[config.mk]
export PLATFORM = sky130hd
export DESIGN_NAME = date_day_count_converter
export DESIGN_NICKNAME = d
export VERILOG_FILES = /design/src/hdl/dccv_pkg.sv /design/src/hdl/date_day_count_converter.sv /design/src/hdl/dccv_to_count.sv /design/src/hdl/dccv_to_date.sv
export SDC_FILE = /design/constraint.sdc
export NUM_CORES = 1
export LEC_CHECK = 0
export ABC_AREA = 1
export BUFFER_PORTS_ARGS = -buffer_cell sky130_fd_sc_hd__buf_4
export CAP_MARGIN = 5
export CORE_ASPECT_RATIO = 0.8
export CORE_MARGIN = 2
export CORE_UTILIZATION = 55
export CTS_CLUSTER_DIAMETER = 40
export DETAILED_ROUTE_END_ITERATION = 12
export GPL_TIMING_DRIVEN = 0
export PLACE_DENSITY = 0.75
export SETUP_SLACK_MARGIN = 0.02
export SLEW_MARGIN = 40
export SYNTH_ARGS = -nofsm -noshare
export SYNTH_HDL_FRONTEND = slang
export SYNTH_HIERARCHICAL = 1
export SYNTH_SLANG_ARGS = --single-unit
[constraint.sdc]
create_clock -name clk -period 6.12 [get_ports clk]
set_input_delay 0.306 -clock clk [delete_from_list [all_inputs] [get_ports clk]]
set_output_delay 0.306 -clock clk [all_outputs]
set_load 0.02 [all_outputs]
[src/hdl/dccv_pkg.sv]
// Shared types, constants and calendar tables for the date / day count converter.
package dccv_pkg;

  localparam int unsigned NSTAGE = 6;

  typedef logic [NSTAGE-1:0] stage_vec_t;

  typedef enum logic {
    CMD_TO_COUNT = 1'b0,
    CMD_TO_DATE  = 1'b1
  } cmd_e;

  localparam logic [11:0] EPOCH_YEAR      = 12'd1970;
  localparam logic [11:0] LAST_YEAR       = 12'd2149;
  localparam logic [11:0] CENT_YEAR       = 12'd2100;
  localparam logic [11:0] MARCH_BASE_YEAR = 12'd1968;
  localparam logic [16:0] YEAR_DAYS       = 17'd365;
  // day 0 sits 671 days after 1968-03-01
  localparam logic [16:0] EPOCH_OFFSET    = 17'd671;
  // first day count on or after 2100-03-01
  localparam logic [15:0] SKIP_COUNT      = 16'd47541;
  localparam logic [16:0] CYC_DAYS        = 17'd1461;
  localparam logic [16:0] CYC_RECIP       = 17'd91868;
  localparam int unsigned CYC_SHIFT       = 27;
  localparam logic [11:0] WEEK_RECIP      = 12'd2341;
  localparam int unsigned WEEK_SHIFT      = 14;

  // days before the month, common year
  function automatic logic [8:0] days_before(input logic [3:0] m);
    case (m)
      4'd1:    return 9'd0;
      4'd2:    return 9'd31;
      4'd3:    return 9'd59;
      4'd4:    return 9'd90;
      4'd5:    return 9'd120;
      4'd6:    return 9'd151;
      4'd7:    return 9'd181;
      4'd8:    return 9'd212;
      4'd9:    return 9'd243;
      4'd10:   return 9'd273;
      4'd11:   return 9'd304;
      4'd12:   return 9'd334;
      default: return 9'd0;
    endcase
  endfunction

  // month length, common year; zero for a month that does not exist
  function automatic logic [4:0] month_len(input logic [3:0] m);
    case (m)
      4'd1:    return 5'd31;
      4'd2:    return 5'd28;
      4'd3:    return 5'd31;
      4'd4:    return 5'd30;
      4'd5:    return 5'd31;
      4'd6:    return 5'd30;
      4'd7:    return 5'd31;
      4'd8:    return 5'd31;
      4'd9:    return 5'd30;
      4'd10:   return 5'd31;
      4'd11:   return 5'd30;
      4'd12:   return 5'd31;
      default: return 5'd0;
    endcase
  endfunction

  // first day of each month in a year that starts on March 1
  function automatic logic [8:0] march_start(input logic [3:0] k);
    case (k)
      4'd0:    return 9'd0;
      4'd1:    return 9'd31;
      4'd2:    return 9'd61;
      4'd3:    return 9'd92;
      4'd4:    return 9'd122;
      4'd5:    return 9'd153;
      4'd6:    return 9'd184;
      4'd7:    return 9'd214;
      4'd8:    return 9'd245;
      4'd9:    return 9'd275;
      4'd10:   return 9'd306;
      4'd11:   return 9'd337;
      default: return 9'd0;
    endcase
  endfunction

endpackage

[src/hdl/date_day_count_converter.sv]
// Six-stage pipeline that converts dates to day counts since 1970-01-01 and back.
// One word enters per clock while in_stall is low; the stage count is set by
// the stage chain of the day-count-to-date path (cycle divide, remainder, year in cycle,
// month search, week divide), which the date-to-count path matches with delay stages.
// A stall at the output holds only the stages that are full, so bubbles close up and the
// input keeps taking words while a finished result waits, until every stage is full.
module date_day_count_converter (
  input  logic        clk,
  input  logic        rst,
  input  logic        in_valid,
  output logic        in_stall,
  input  logic        cmd,
  input  logic [11:0] in_year,
  input  logic [3:0]  in_month,
  input  logic [4:0]  in_day,
  input  logic [15:0] in_day_count,
  output logic        out_valid,
  input  logic        out_stall,
  output logic        valid_res,
  output logic [15:0] out_day_count,
  output logic [11:0] out_year,
  output logic [3:0]  out_month,
  output logic [4:0]  out_day,
  output logic [8:0]  year_day,
  output logic [5:0]  year_week
);
  import dccv_pkg::*;

  stage_vec_t vld;
  stage_vec_t rdy;
  cmd_e       cmd_q [NSTAGE];
  cmd_e       out_cmd;

  logic        cnt_ok;
  logic [15:0] cnt;
  logic [11:0] d_year;
  logic [3:0]  d_month;
  logic [4:0]  d_day;
  logic [8:0]  d_yday;
  logic [5:0]  d_week;

  // a stage loads when it is empty or its successor loads
  always_comb begin
    rdy[NSTAGE-1] = !vld[NSTAGE-1] || !out_stall;
    for (int i = NSTAGE - 2; i >= 0; i--) begin
      rdy[i] = !vld[i] || rdy[i+1];
    end
  end

  assign in_stall = !rdy[0];

  always_ff @(posedge clk) begin
    if (rst) begin
      vld <= '0;
    end else begin
      if (rdy[0]) begin
        vld[0] <= in_valid;
      end
      for (int i = 1; i < NSTAGE; i++) begin
        if (rdy[i]) begin
          vld[i] <= vld[i-1];
        end
      end
    end
  end

  always_ff @(posedge clk) begin
    if (rdy[0]) begin
      cmd_q[0] <= cmd_e'(cmd);
    end
    for (int i = 1; i < NSTAGE; i++) begin
      if (rdy[i]) begin
        cmd_q[i] <= cmd_q[i-1];
      end
    end
  end

  dccv_to_count u_to_count (
    .clk   (clk),
    .adv   (rdy),
    .year  (in_year),
    .month (in_month),
    .day   (in_day),
    .ok    (cnt_ok),
    .count (cnt)
  );

  dccv_to_date u_to_date (
    .clk       (clk),
    .adv       (rdy),
    .day_count (in_day_count),
    .year      (d_year),
    .month     (d_month),
    .day       (d_day),
    .yday      (d_yday),
    .yweek     (d_week)
  );

  assign out_cmd   = cmd_q[NSTAGE-1];
  assign out_valid = vld[NSTAGE-1];

  // fields of the other command read as zero
  always_comb begin
    if (out_cmd == CMD_TO_DATE) begin
      valid_res     = 1'b1;
      out_day_count = 16'd0;
      out_year      = d_year;
      out_month     = d_month;
      out_day       = d_day;
      year_day      = d_yday;
      year_week     = d_week;
    end else begin
      valid_res     = cnt_ok;
      out_day_count = cnt;
      out_year      = 12'd0;
      out_month     = 4'd0;
      out_day       = 5'd0;
      year_day      = 9'd0;
      year_week     = 6'd0;
    end
  end

  a_rst_empty: assert property (@(posedge clk) rst |=> !out_valid)
    else $error("output valid after reset");

  a_date_valid: assert property (@(posedge clk) disable iff (rst)
    (out_valid && (out_cmd == CMD_TO_DATE)) |-> valid_res)
    else $error("count to date word marked invalid");

  a_date_fields: assert property (@(posedge clk) disable iff (rst)
    (out_valid && (out_cmd == CMD_TO_DATE)) |->
    ((out_month >= 4'd1) && (out_month <= 4'd12) && (out_day != 5'd0) &&
     (year_day != 9'd0) && (year_day <= 9'd366)))
    else $error("decoded date out of range");

  a_week: assert property (@(posedge clk) disable iff (rst)
    (out_valid && (out_cmd == CMD_TO_DATE)) |->
    ((10'(year_week) * 10'd7 >= 10'(year_day)) &&
     (10'(year_week) * 10'd7 < 10'(year_day) + 10'd7)))
    else $error("week of year does not match day of year");

  a_invalid_zero: assert property (@(posedge clk) disable iff (rst)
    (out_valid && !valid_res) |-> (out_day_count == 16'd0))
    else $error("invalid word carries a day count");

endmodule

[src/hdl/dccv_to_count.sv]
// Date to day count datapath: check the date, then sum years, leap days and day of year.
module dccv_to_count (
  input  logic                clk,
  input  dccv_pkg::stage_vec_t adv,
  input  logic [11:0]         year,
  input  logic [3:0]          month,
  input  logic [4:0]          day,
  output logic                ok,
  output logic [15:0]         count
);
  import dccv_pkg::*;

  logic       leap;
  logic [4:0] mlen;
  logic       date_ok;

  logic       s0_ok;
  logic [7:0] s0_yoff;
  logic [5:0] s0_nleap;
  logic [8:0] s0_bmon;
  logic [4:0] s0_day;

  logic        s1_ok;
  logic [16:0] s1_prod;
  logic [5:0]  s1_nleap;
  logic [8:0]  s1_bmon;
  logic [4:0]  s1_day;

  logic [16:0] total;

  logic        ok_q  [2:NSTAGE-1];
  logic [15:0] cnt_q [2:NSTAGE-1];

  // in range only 2100 breaks the divide-by-four rule
  assign leap    = (year[1:0] == 2'd0) && (year != CENT_YEAR);
  assign mlen    = month_len(month) + 5'((month == 4'd2) && leap);
  assign date_ok = (year >= EPOCH_YEAR) && (year <= LAST_YEAR) &&
                   (month >= 4'd1) && (month <= 4'd12) &&
                   (day != 5'd0) && (day <= mlen);

  always_ff @(posedge clk) begin
    if (adv[0]) begin
      s0_ok    <= date_ok;
      s0_yoff  <= 8'(year - EPOCH_YEAR);
      s0_nleap <= 6'((9'(8'(year - EPOCH_YEAR)) + 9'd1) >> 2) - 6'(year > CENT_YEAR);
      s0_bmon  <= days_before(month) + 9'((month > 4'd2) && leap);
      s0_day   <= day;
    end
  end

  always_ff @(posedge clk) begin
    if (adv[1]) begin
      s1_ok    <= s0_ok;
      s1_prod  <= 17'(s0_yoff) * YEAR_DAYS;
      s1_nleap <= s0_nleap;
      s1_bmon  <= s0_bmon;
      s1_day   <= s0_day;
    end
  end

  assign total = s1_prod + 17'(s1_nleap) + 17'(s1_bmon) + 17'(s1_day) - 17'd1;

  always_ff @(posedge clk) begin
    if (adv[2]) begin
      ok_q[2]  <= s1_ok && !total[16];
      cnt_q[2] <= (s1_ok && !total[16]) ? total[15:0] : 16'd0;
    end
    for (int i = 3; i < NSTAGE; i++) begin
      if (adv[i]) begin
        ok_q[i]  <= ok_q[i-1];
        cnt_q[i] <= cnt_q[i-1];
      end
    end
  end

  assign ok    = ok_q[NSTAGE-1];
  assign count = cnt_q[NSTAGE-1];

endmodule

[src/hdl/dccv_to_date.sv]
// Day count to date datapath: four-year cycles from 1968-03-01, then year, month, week.
module dccv_to_date (
  input  logic                clk,
  input  dccv_pkg::stage_vec_t adv,
  input  logic [15:0]         day_count,
  output logic [11:0]         year,
  output logic [3:0]          month,
  output logic [4:0]          day,
  output logic [8:0]          yday,
  output logic [5:0]          yweek
);
  import dccv_pkg::*;

  localparam logic [8:0] JAN1_DOY  = 9'd305;
  localparam logic [8:0] MAR1_YDAY = 9'd60;

  logic [16:0] s0_z;

  logic [33:0] cyc_prod;
  logic [16:0] s1_z;
  logic [5:0]  s1_cyc;

  logic [10:0] s2_r;
  logic [5:0]  s2_cyc;

  logic [1:0]  yic;
  logic [8:0]  s3_doy;
  logic [11:0] s3_ymar;

  logic [3:0]  mp;
  logic        jan_feb;
  logic        leap;
  logic [11:0] s4_year;
  logic [3:0]  s4_month;
  logic [4:0]  s4_day;
  logic [8:0]  s4_yd;

  logic [20:0] week_prod;
  logic [11:0] s5_year;
  logic [3:0]  s5_month;
  logic [4:0]  s5_day;
  logic [8:0]  s5_yd;
  logic [5:0]  s5_week;

  // days from 2100-03-01 on move up one, skipping the Feb 29 that 2100 lacks
  always_ff @(posedge clk) begin
    if (adv[0]) begin
      s0_z <= 17'(day_count) + EPOCH_OFFSET + 17'(day_count >= SKIP_COUNT);
    end
  end

  assign cyc_prod = 34'(s0_z) * 34'(CYC_RECIP);

  always_ff @(posedge clk) begin
    if (adv[1]) begin
      s1_z   <= s0_z;
      s1_cyc <= cyc_prod[CYC_SHIFT +: 6];
    end
  end

  always_ff @(posedge clk) begin
    if (adv[2]) begin
      s2_r   <= 11'(s1_z - 17'(s1_cyc) * CYC_DAYS);
      s2_cyc <= s1_cyc;
    end
  end

  assign yic = 2'(s2_r >= 11'd365) + 2'(s2_r >= 11'd730) + 2'(s2_r >= 11'd1095);

  always_ff @(posedge clk) begin
    if (adv[3]) begin
      s3_doy  <= 9'(s2_r - 11'(yic) * 11'd365);
      s3_ymar <= MARCH_BASE_YEAR + 12'({s2_cyc, yic});
    end
  end

  always_comb begin
    mp = 4'd0;
    for (int k = 1; k < 12; k++) begin
      mp = mp + 4'(s3_doy >= march_start(4'(k)));
    end
  end

  assign jan_feb = (mp >= 4'd10);
  assign leap    = (s3_ymar[1:0] == 2'd0) && (s3_ymar != CENT_YEAR);

  always_ff @(posedge clk) begin
    if (adv[4]) begin
      s4_year  <= s3_ymar + 12'(jan_feb);
      s4_month <= jan_feb ? (mp - 4'd9) : (mp + 4'd3);
      s4_day   <= 5'(s3_doy - march_start(mp) + 9'd1);
      s4_yd    <= jan_feb ? (s3_doy - JAN1_DOY) : (s3_doy + MAR1_YDAY + 9'(leap));
    end
  end

  // ceil(yd / 7) as floor((yd + 6) / 7) by reciprocal
  assign week_prod = 21'(s4_yd + 9'd6) * 21'(WEEK_RECIP);

  always_ff @(posedge clk) begin
    if (adv[5]) begin
      s5_year  <= s4_year;
      s5_month <= s4_month;
      s5_day   <= s4_day;
      s5_yd    <= s4_yd;
      s5_week  <= week_prod[WEEK_SHIFT +: 6];
    end
  end

  assign year  = s5_year;
  assign month = s5_month;
  assign day   = s5_day;
  assign yday  = s5_yd;
  assign yweek = s5_week;

endmodule
==> impl_metrics.csv, run 1 <==
group,metric,value,unit
synth,synth_top_area_cell,"edfxtp_1",
placed_design,place_congestion,0.901,
global_route,grt_pass1_vias,17300,
synth,netlist-cell-type-count,60,
min_path,min_path_cells,3,
detailed_routing,wl,47400,µm
min_path,min-delay-start,"in_day_count[4]",
outcome,status,"finished clean",
synth,netlist_area,24800,µm²
synth,postSynthCellCount,2624,
clocking,cts_root_buf,"clkbuf_16",
synth,synth_ff_type,"edfxtp_1",
cells_and_area,drive_above_1_share,10.4,%
placed_design,dpl.hpwl,38200,µm
floorplanning,io_pins,97,
setup_path,r2r_end,"u_to_date/s4_day[4]",
floorplanning,die_x,241,µm
global_route,grt.met2_usage,34.0,%
sta,finalHoldViolCount,0,
cells_and_area,syn2layout_area_growth,12.6,%
sta,max_slew.worst_pin.slew,0.758,ns
clocking,cts_made_buffers,38,
clocking,cts.sinks,284,
clocking,tritoncts,"done",
global_route,grt-busiest-layer,"met2",
floorplanning,initial_core_util,55.8,%
synth,synth_top_area_share,33.7,%
sta,finalCriticalPeriod,5.89,ns
sta,worst_slack,0.229,ns
global_route,antenna_found_initial,0,
sta,drv_slew,0,
floorplanning,die_y,194,µm
detailed_routing,drtAntennaViolNets,0,
synth,ys_seq_area_share,34.2,%
setup_path,cp_data_required_time,6.42,ns
cells_and_area,layout.nets,3360,
global_route,use_met1,29.7,%
cells_and_area,fill_cells,3591,
setup_path,cp.arrival,6.20,ns
sta,setup_viol,0,
clocking,clkTransAtPathRegs,0.06,ns
synth,yosys_warnings,6,
placed_design,dp_slack,-0.226,ns
detailed_routing,drc,0,
sta,final.setup_skew,0.0329,ns
sta,slew_headroom,49.4,%
global_route,grt_overflow,0,
cells_and_area,final_core_util,62.8,%
synth,synth_edf_count,278,
global_route,grt_use_met3,3.76,%
detailed_routing,drt-initial-drc-count,1089,
min_path,min_path_type,"input pin to register",
floorplanning,num_rows,69,
synth,ys_ff_latch,284,
clocking,clock_path_buffers,3,
detailed_routing,drtPass1Iterations,5,
synth,syn-num-nets,3199,
setup_path,endpoint_kind,"register",
setup_path,r2r_setup_slack,0.23,ns
global_route,grt_pass1_wl,80800,µm
setup_path,cp-start-kind,"register",
clocking,htree_levels,2,
setup_path,r2r_cells,25,
synth,synth.most_common_cell,"inv_1",
synth,yosys-top-cells-area,"edfxtp_1, ha_1, fa_1, inv_1, nand2_1",
global_route,grt_max_degree,58,
job,max_cap_violations,0,
global_route,track_usage,21.1,%
sta,min_period_over_period,96.3,%
cells_and_area,diodes,0,
sta,rsz0062_at_grt,"false",
floorplanning,coreArea,44500,µm²
min_path,hold_end,"u_to_date/s0_z[4]",
detailed_routing,routedWlPerCell,13.9,µm
placed_design,portBuffers,94,
sta,tns,0,ns
setup_path,path_class,"register to register",
setup_path,reg2reg_from,"u_to_date/s3_doy[1]",
sta,clock.fmax,170,MHz
synth,yosys-top-cells-count,"inv_1, nand2_1, ha_1",
setup_path,cp_max_fo,7,
floorplanning,die_area,46800,µm²
synth,async_flop_share,0,%
detailed_routing,vias,17100,
sta,fin_hold_ws,0.0733,ns
detailed_routing,vias_per_cell,5.00,
clocking,clkLatencyLatePin,0.56,ns
synth,syn_avg_cell_area,9.45,µm²
==> worst max-delay path, cell delays in order (launching register included) <==
cell,delay [ns]
edfxtp_1,0.50
clkinv_4,0.13
ha_4,0.15
nand3_2,0.10
nor4_4,0.27
nor4_2,0.08
fa_1,0.51
inv_1,0.05
fa_1,0.52
inv_1,0.06
fa_1,0.48
fa_2,0.41
inv_1,0.10
fa_2,0.49
inv_2,0.10
ha_1,0.17
nand2_1,0.09
o21ai_1,0.22
inv_1,0.07
o221ai_1,0.08
ha_1,0.31
ha_1,0.32
nand3_1,0.08
nand2_1,0.07
xnor2_1,0.13
xor2_1,0.16
==> final cells by class <==
| cell class | count | area (µm²) | share of cell area, % |
|---|---|---|---|
| sequential | 284 | 8470 | 30.3 |
| timing repair buffer | 122 | 996 | 3.57 |
| multi-input combinational | 1655 | 13700 | 49.2 |
| tap | 603 | 754 | 2.70 |
| clock buffer | 49 | 1040 | 3.74 |
| buffer | 29 | 215 | 0.770 |
| clock inverter | 21 | 255 | 0.914 |
| inverter | 655 | 2470 | 8.83 |
==> placed cells by master, fill, tap and decap left out, types with 48 or more instances in the layout <==
cell type	n
inv_1	636
nand2_1	457
ha_1	357
edfxtp_1	278
fa_1	172
nor2_1	155
buf_4	127
nand3_1	110
a21oi_1	85
xor2_1	68
o21ai_0	48
==> per-stage QoR <==
step / cells / instance area, µm²
global placement: 3321 / 26300
floorplan: 2624 / 24800
finish: 3418 / 27900
global route: 3418 / 27900
CTS: 3405 / 27800
detailed placement: 3324 / 26300
==> routing by layer <==
layer,vias up,routed length [µm]
met4,0,875
met3,69,2840
met1,7933,22400
met2,450,21300
li1,8634,-
met5,-,0
==> state kept, by name, summed over array words and instances (netlist names), 8 cells and up <==
signal,count
u_to_date/s2_r,11
u_to_date/yday,9
u_to_count/cnt_q,64
u_to_count/s0_bmon,9
u_to_date/s4_year,12
u_to_date/s3_doy,9
u_to_date/year,12
u_to_date/s4_yd,9
u_to_count/s1_bmon,9
u_to_date/s0_z,17
u_to_date/s3_ymar,11
u_to_count/s1_prod,17
u_to_date/s1_z,11
u_to_count/s0_yoff,8
==> how the worst max path moves through the flow <==
stage | start | end | slack, ns | cells past startpoint
6_report | u_to_date/s3_doy[1] | u_to_date/s4_day[4] | 0.23 | 25
3_3_place_gp | u_to_date/s3_doy[1] | u_to_date/s4_day[3] | -0.10 | 22
5_1_grt | u_to_date/s3_doy[1] | u_to_date/s4_day[4] | 0.008 | 25
2_1_floorplan | u_to_date/s3_doy[1] | u_to_date/s4_day[3] | 0.42 | 22
3_5_place_dp | u_to_date/s3_doy[1] | u_to_date/s4_day[3] | -0.23 | 22
4_1_cts | u_to_date/s3_doy[1] | u_to_date/s4_day[3] | 0.03 | 22
==> timing repair <==
action,CTS,global route
pin swaps,0,3
setup endpoints to repair,3,4
gates resized for setup,4,12
setup buffers,3,12
endpoints found under the hold margin,13,0
hold buffers,9,0
==> logic make-up (layout without fill, tap and decap cells) <==
family	Yosys count	count (layout)	synth area share, %
buf+inv	685	876	10.8
fa+ha+maj	533	533	32.2
flops	284	284	34.2
simple gates	828	828	14.6
xor+xnor	104	104	3.73
compound gates	190	190	4.53
Power of run 1 is not shown: default switching activity piles up to over one toggle a cycle in this logic, so the estimate is an artifact.
==> run 2: changes to the inputs <==
Settings changed: CAP_MARGIN 5 to not set, SETUP_SLACK_MARGIN 0.02 to 0.3.
==> run 2 against run 1 <==
Net effect:
- via count rose by 0.59%
- worst setup slack improved by 0.17 ns
- die area did not move
- critical path depth did not move
- flip-flop and latch count did not move
- count of clock-buffer cells in the layout did not move
- register-to-register slack improved by 0.17 ns
- critical endpoint unchanged
==> impl_metrics.csv, run 2 (synthesis results as in run 1) <==
group,metric,value,unit
sta,tns,0,ns
global_route,grt_overflow,0,
cells_and_area,multi_input_area,13900,µm²
detailed_routing,drt-initial-drc-count,1005,
global_route,grt_max_degree,58,
floorplanning,die_x,241,µm
sta,drv_slew,0,
setup_path,cp-start-kind,"register",
floorplanning,num_rows,69,
cells_and_area,layout_common_cells,"inv_1, nand2_1, ha_1",
floorplanning,die_area,46800,µm²
detailed_routing,vias_per_cell,5.02,
detailed_routing,drtPass1Iterations,5,
detailed_routing,drc,0,
global_route,grt_pass1_vias,17400,
cells_and_area,finalNonFillerCells,3425,
setup_path,path_class,"register to register",
placed_design,dpl.hpwl,38200,µm
placed_design,dp_cells,3324,
clocking,cts.sinks,284,
cells_and_area,final_core_util,63.3,%
detailed_routing,drtAntennaViolNets,0,
cells_and_area,syn2layout_area_growth,13.4,%
setup_path,slowest_delay,0.54,ns
sta,final.setup_skew,0.0334,ns
min_path,min_path_type,"input pin to register",
job,max_cap_violations,0,
cells_and_area,diodes,0,
setup_path,cp_max_fo,3,
floorplanning,die_y,194,µm
cells_and_area,drive_above_1_share,11.6,%
clocking,clock_path_buffers,3,
floorplanning,initial_core_util,55.8,%
sta,finalHoldViolCount,0,
detailed_routing,vias,17200,
floorplanning,io_pins,97,
clocking,cts_root_buf,"clkbuf_16",
floorplanning,coreArea,44500,µm²
clocking,cts_made_buffers,38,
clocking,clkLatencyLatePin,0.56,ns
global_route,antenna_found_initial,0,
clocking,htree_levels,2,
sta,min_period_over_period,93.5,%
global_route,grt_pass1_wl,81000,µm
sta,finalCriticalPeriod,5.72,ns
setup_path,path_delay_family,"adder cells",
placed_design,portBuffers,94,
cells_and_area,largest_reg_flops,64,
global_route,track_usage,21.2,%
cells_and_area,top_regs,"u_to_count/cnt_q (64), u_to_count/s1_prod (17), u_to_date/s0_z (17)",
cells_and_area,regArea,8470,µm²
cells_and_area,layout_commonest_cell,"inv_1",
sta,slew_headroom,48.9,%
setup_path,cp_data_required_time,6.43,ns
setup_path,cp.arrival,6.03,ns
cells_and_area,fill_cells,3557,
placed_design,place_congestion,0.901,
outcome,status,"finished clean",
sta,clock.fmax,175,MHz
cells_and_area,layout.nets,3367,
cells_and_area,top_register,"u_to_count/cnt_q",
setup_path,crit_buf_inv,6,
sta,rsz0062_at_grt,"true",
detailed_routing,wl,48100,µm
sta,fin_hold_ws,0.0785,ns
setup_path,endpoint_kind,"register",
detailed_routing,routedWlPerCell,14.1,µm
clocking,tritoncts,"done",
setup_path,cpMaxStageDelayCell,"fa_1",
sta,max_slew.worst_pin.slew,0.765,ns
sta,setup_viol,0,
clocking,clkTransAtPathRegs,0.06,ns
run 2: metrics by stage:
stage | setup slack, ns | area, µm²
5_1_grt | 0.183 | 28100
6_report | 0.396 | 28100
3_3_place_gp | -0.102 | 26300
3_5_place_dp | -0.226 | 26300
2_1_floorplan | 0.419 | 24800
4_1_cts | 0.324 | 27800
run 2: routing by layer:
metal	vias up	GRT usage [%]	wire length (µm)
li1	8645	-	-
met1	8006	29.8	22600
met2	471	34.0	21800
met3	65	3.77	2910
met4	0	5.46	862
met5	-	0	0
run 2: what timing repair did:
item	in CTS	in global routing
buffers inserted	9	12
pin swaps	4	20
hold endpoints to repair	13	0
endpoints found under the setup margin	8	6
hold buffers	9	0
resized for setup	12	42
run 2: layout make-up:
type	count	share of cell area, %
clock buffers	49	3.71
repair buffers	128	3.73
clock inverters	21	0.907
plain buffers	30	0.801
flip-flops and latches	284	30.1
inverters	655	8.78
well taps	603	2.68
multi-input cells	1655	49.3
run 2: worst paths after layout:
kind	from	endpoint	slack, ns	depth (start not counted)
worst max register to register	u_to_date/s3_doy[1]	u_to_date/s4_day[4]	0.40	25
worst min register to register	u_to_date/s4_year[9]	u_to_date/year[9]	0.40	0
worst max-delay path	u_to_date/s3_doy[1]	u_to_date/s4_day[4]	0.40	25
worst min-delay path	in_day_count[4]	u_to_date/s0_z[4]	0.08	3
run 2: worst reg2reg max path: cells and delay by family, from the launching register on:
family	cells	cell delay, ns
adders and majority gates	9	3.25
and+or+nand+nor	5	0.55
DFF	1	0.49
buffers and inverters	6	0.45
AOI/OAI and AO/OA	3	0.41
xor gates and xnor gates	2	0.30
Power of run 2 is left out for the same reason.
==> run 3: changes to the inputs <==
Settings changed: CORE_UTILIZATION 55 to 35, PLACE_DENSITY 0.75 to not set.
==> run 3 against run 2 <==
Net effect:
- final area grew 2.0%
- register-to-register slack gained 0.099 ns
- maximum frequency grew 1.8%
- global-route usage shrank 7.7 points
- core utilization shrank 22 points
- clock skew grew 0.020 ns
- routed wire length shrank 1.4%
- die area grew 56%
- final cell count grew 9.9%
- critical path depth shrank 4
- worst setup slack gained 0.099 ns
- first-iteration DRC count grew 1.1%
==> impl_metrics.csv, run 3 (synthesis results as in run 1) <==
group,metric,value,unit
outcome,status,"finished clean",
floorplanning,io_pins,97,
global_route,grt.met2_usage,20.3,%
cells_and_area,drive_above_1_share,11.6,%
detailed_routing,routedWlPerCell,12.6,µm
clocking,cts_root_buf,"clkbuf_16",
clocking,clkTransAtPathRegs,0.06,ns
floorplanning,num_rows,87,
sta,tns,0,ns
global_route,track_usage,13.5,%
setup_path,cp_data_required_time,6.47,ns
sta,finalHoldViolCount,0,
floorplanning,die_area,73000,µm²
detailed_routing,drtAntennaViolNets,0,
global_route,use_met1,20.1,%
placed_design,dpl.hpwl,38600,µm
detailed_routing,wl,47500,µm
placed_design,portBuffers,94,
cells_and_area,layout_commonest_cell,"inv_1",
cells_and_area,final_cell_area,28700,µm²
cells_and_area,top_regs,"u_to_count/cnt_q (64), u_to_count/s1_prod (17), u_to_date/s0_z (17)",
floorplanning,initial_core_util,35.3,%
clocking,cts.sinks,284,
detailed_routing,vias,16700,
global_route,grt-busiest-layer,"met2",
sta,finalCriticalPeriod,5.63,ns
setup_path,path_class,"register to register",
setup_path,endpoint_kind,"register",
sta,setup_viol,0,
min_path,min_path_type,"input pin to register",
cells_and_area,syn2layout_area_growth,15.7,%
sta,drv_slew,0,
global_route,grt_use_met3,2.11,%
clocking,htree_levels,2,
global_route,grt_max_degree,58,
clocking,tritoncts,"done",
sta,slew_headroom,50.4,%
setup_path,cp-start-kind,"register",
global_route,grt_pass1_vias,16600,
cells_and_area,largest_reg_flops,64,
detailed_routing,drt-initial-drc-count,1016,
sta,final.setup_skew,0.0530,ns
clocking,cts_made_buffers,45,
detailed_routing,vias_per_cell,4.44,
cells_and_area,layout.nets,3367,
global_route,grt_pass1_wl,81000,µm
detailed_routing,drtPass1Iterations,5,
sta,rsz0062_at_grt,"true",
global_route,antenna_found_initial,0,
sta,fin_hold_ws,0.0446,ns
cells_and_area,top_register,"u_to_count/cnt_q",
floorplanning,die_y,242,µm
job,max_cap_violations,0,
floorplanning,coreArea,70300,µm²
floorplanning,die_x,302,µm
cells_and_area,layout_common_cells,"inv_1, nand2_1, ha_1",
placed_design,place_congestion,0.878,
clocking,clock_path_buffers,3,
setup_path,cp.arrival,5.97,ns
global_route,grt_overflow,0,
sta,max_slew.worst_pin.slew,0.744,ns
setup_path,cp_max_fo,10,
sta,min_period_over_period,91.9,%
sta,clock.fmax,178,MHz
cells_and_area,finalNonFillerCells,3763,
cells_and_area,fill_cells,6997,
clocking,clkLatencyLatePin,0.61,ns
placed_design,dp_cells,3655,
detailed_routing,drc,0,
placed_design,placed_cell_area,26800,µm²
-- run 3: changes by cell type in the layout (fill, tap and decap cells not counted), sizes merged --
cell,before,now
dlygate4sd3,9,8
inv,658,669
diode,0,1
buf,148,141
clkinv,12,15
clkbuf,50,49
clkinvlp,2,3
-- run 3: final timing paths --
kind	from	end	slack (ns)	cells after the start
max	u_to_date/s3_doy[6]	u_to_date/s4_day[2]	0.49	21
min	in_day_count[4]	u_to_date/s0_z[4]	0.04	3
max reg2reg	u_to_date/s3_doy[6]	u_to_date/s4_day[2]	0.49	21
min reg2reg	u_to_date/s4_year[7]	u_to_date/year[7]	0.39	0
-- run 3: final cells by class --
cell class	count	area [µm²]	share of cell area, %
timing repair buffer	121	993	3.46
sequential	284	8470	29.5
clock buffer	47	1150	4.02
multi-input combinational	1655	13700	47.9
inverter	655	2470	8.61
clock inverter	36	458	1.60
buffer	30	223	0.776
antenna	1	2.50	0.00872
tap	934	1170	4.07
-- run 3: per-layer routing --
metal,wire length [µm],up-vias
met5,0,-
met1,24400,7681
met2,20000,319
met3,2190,57
li1,-,8655
met4,879,0
-- run 3: per-stage QoR --
stage | setup WS, ns | util [%]
global route | 0.248 | 40.8
global placement | -0.0238 | 37.9
CTS | 0.312 | 40.6
detailed placement | -0.117 | 38.1
floorplan | 0.419 | -
finish | 0.495 | 40.8
-- run 3: repair_timing --
action                                  in CTS  in global routing
endpoints found under the hold margin       12                  0
buffers inserted                             8                  7
endpoints found under the setup margin       6                  5
gates cloned                                 0                  0
resized for setup                           13                 15
hold buffers                                 8                  0
pin swaps                                    0                 10
-- run 3: critical path, stage by stage (launching register included) --
cell and delay [ns]:
edfxtp_1 0.34, buf_2 0.21, nor2_2 0.23, nand4_1 0.11, nor2_1 0.13, nor4_2 0.07, fa_1 0.51, inv_2 0.04
fa_1 0.52, inv_1 0.05, fa_1 0.48, fa_2 0.40, inv_2 0.07, fa_2 0.48, inv_2 0.09, ha_1 0.25
or2_4 0.26, a21oi_2 0.15, ha_2 0.29, inv_1 0.06, ha_1 0.18, fa_2 0.44
Power of run 3 is left out for the same reason.
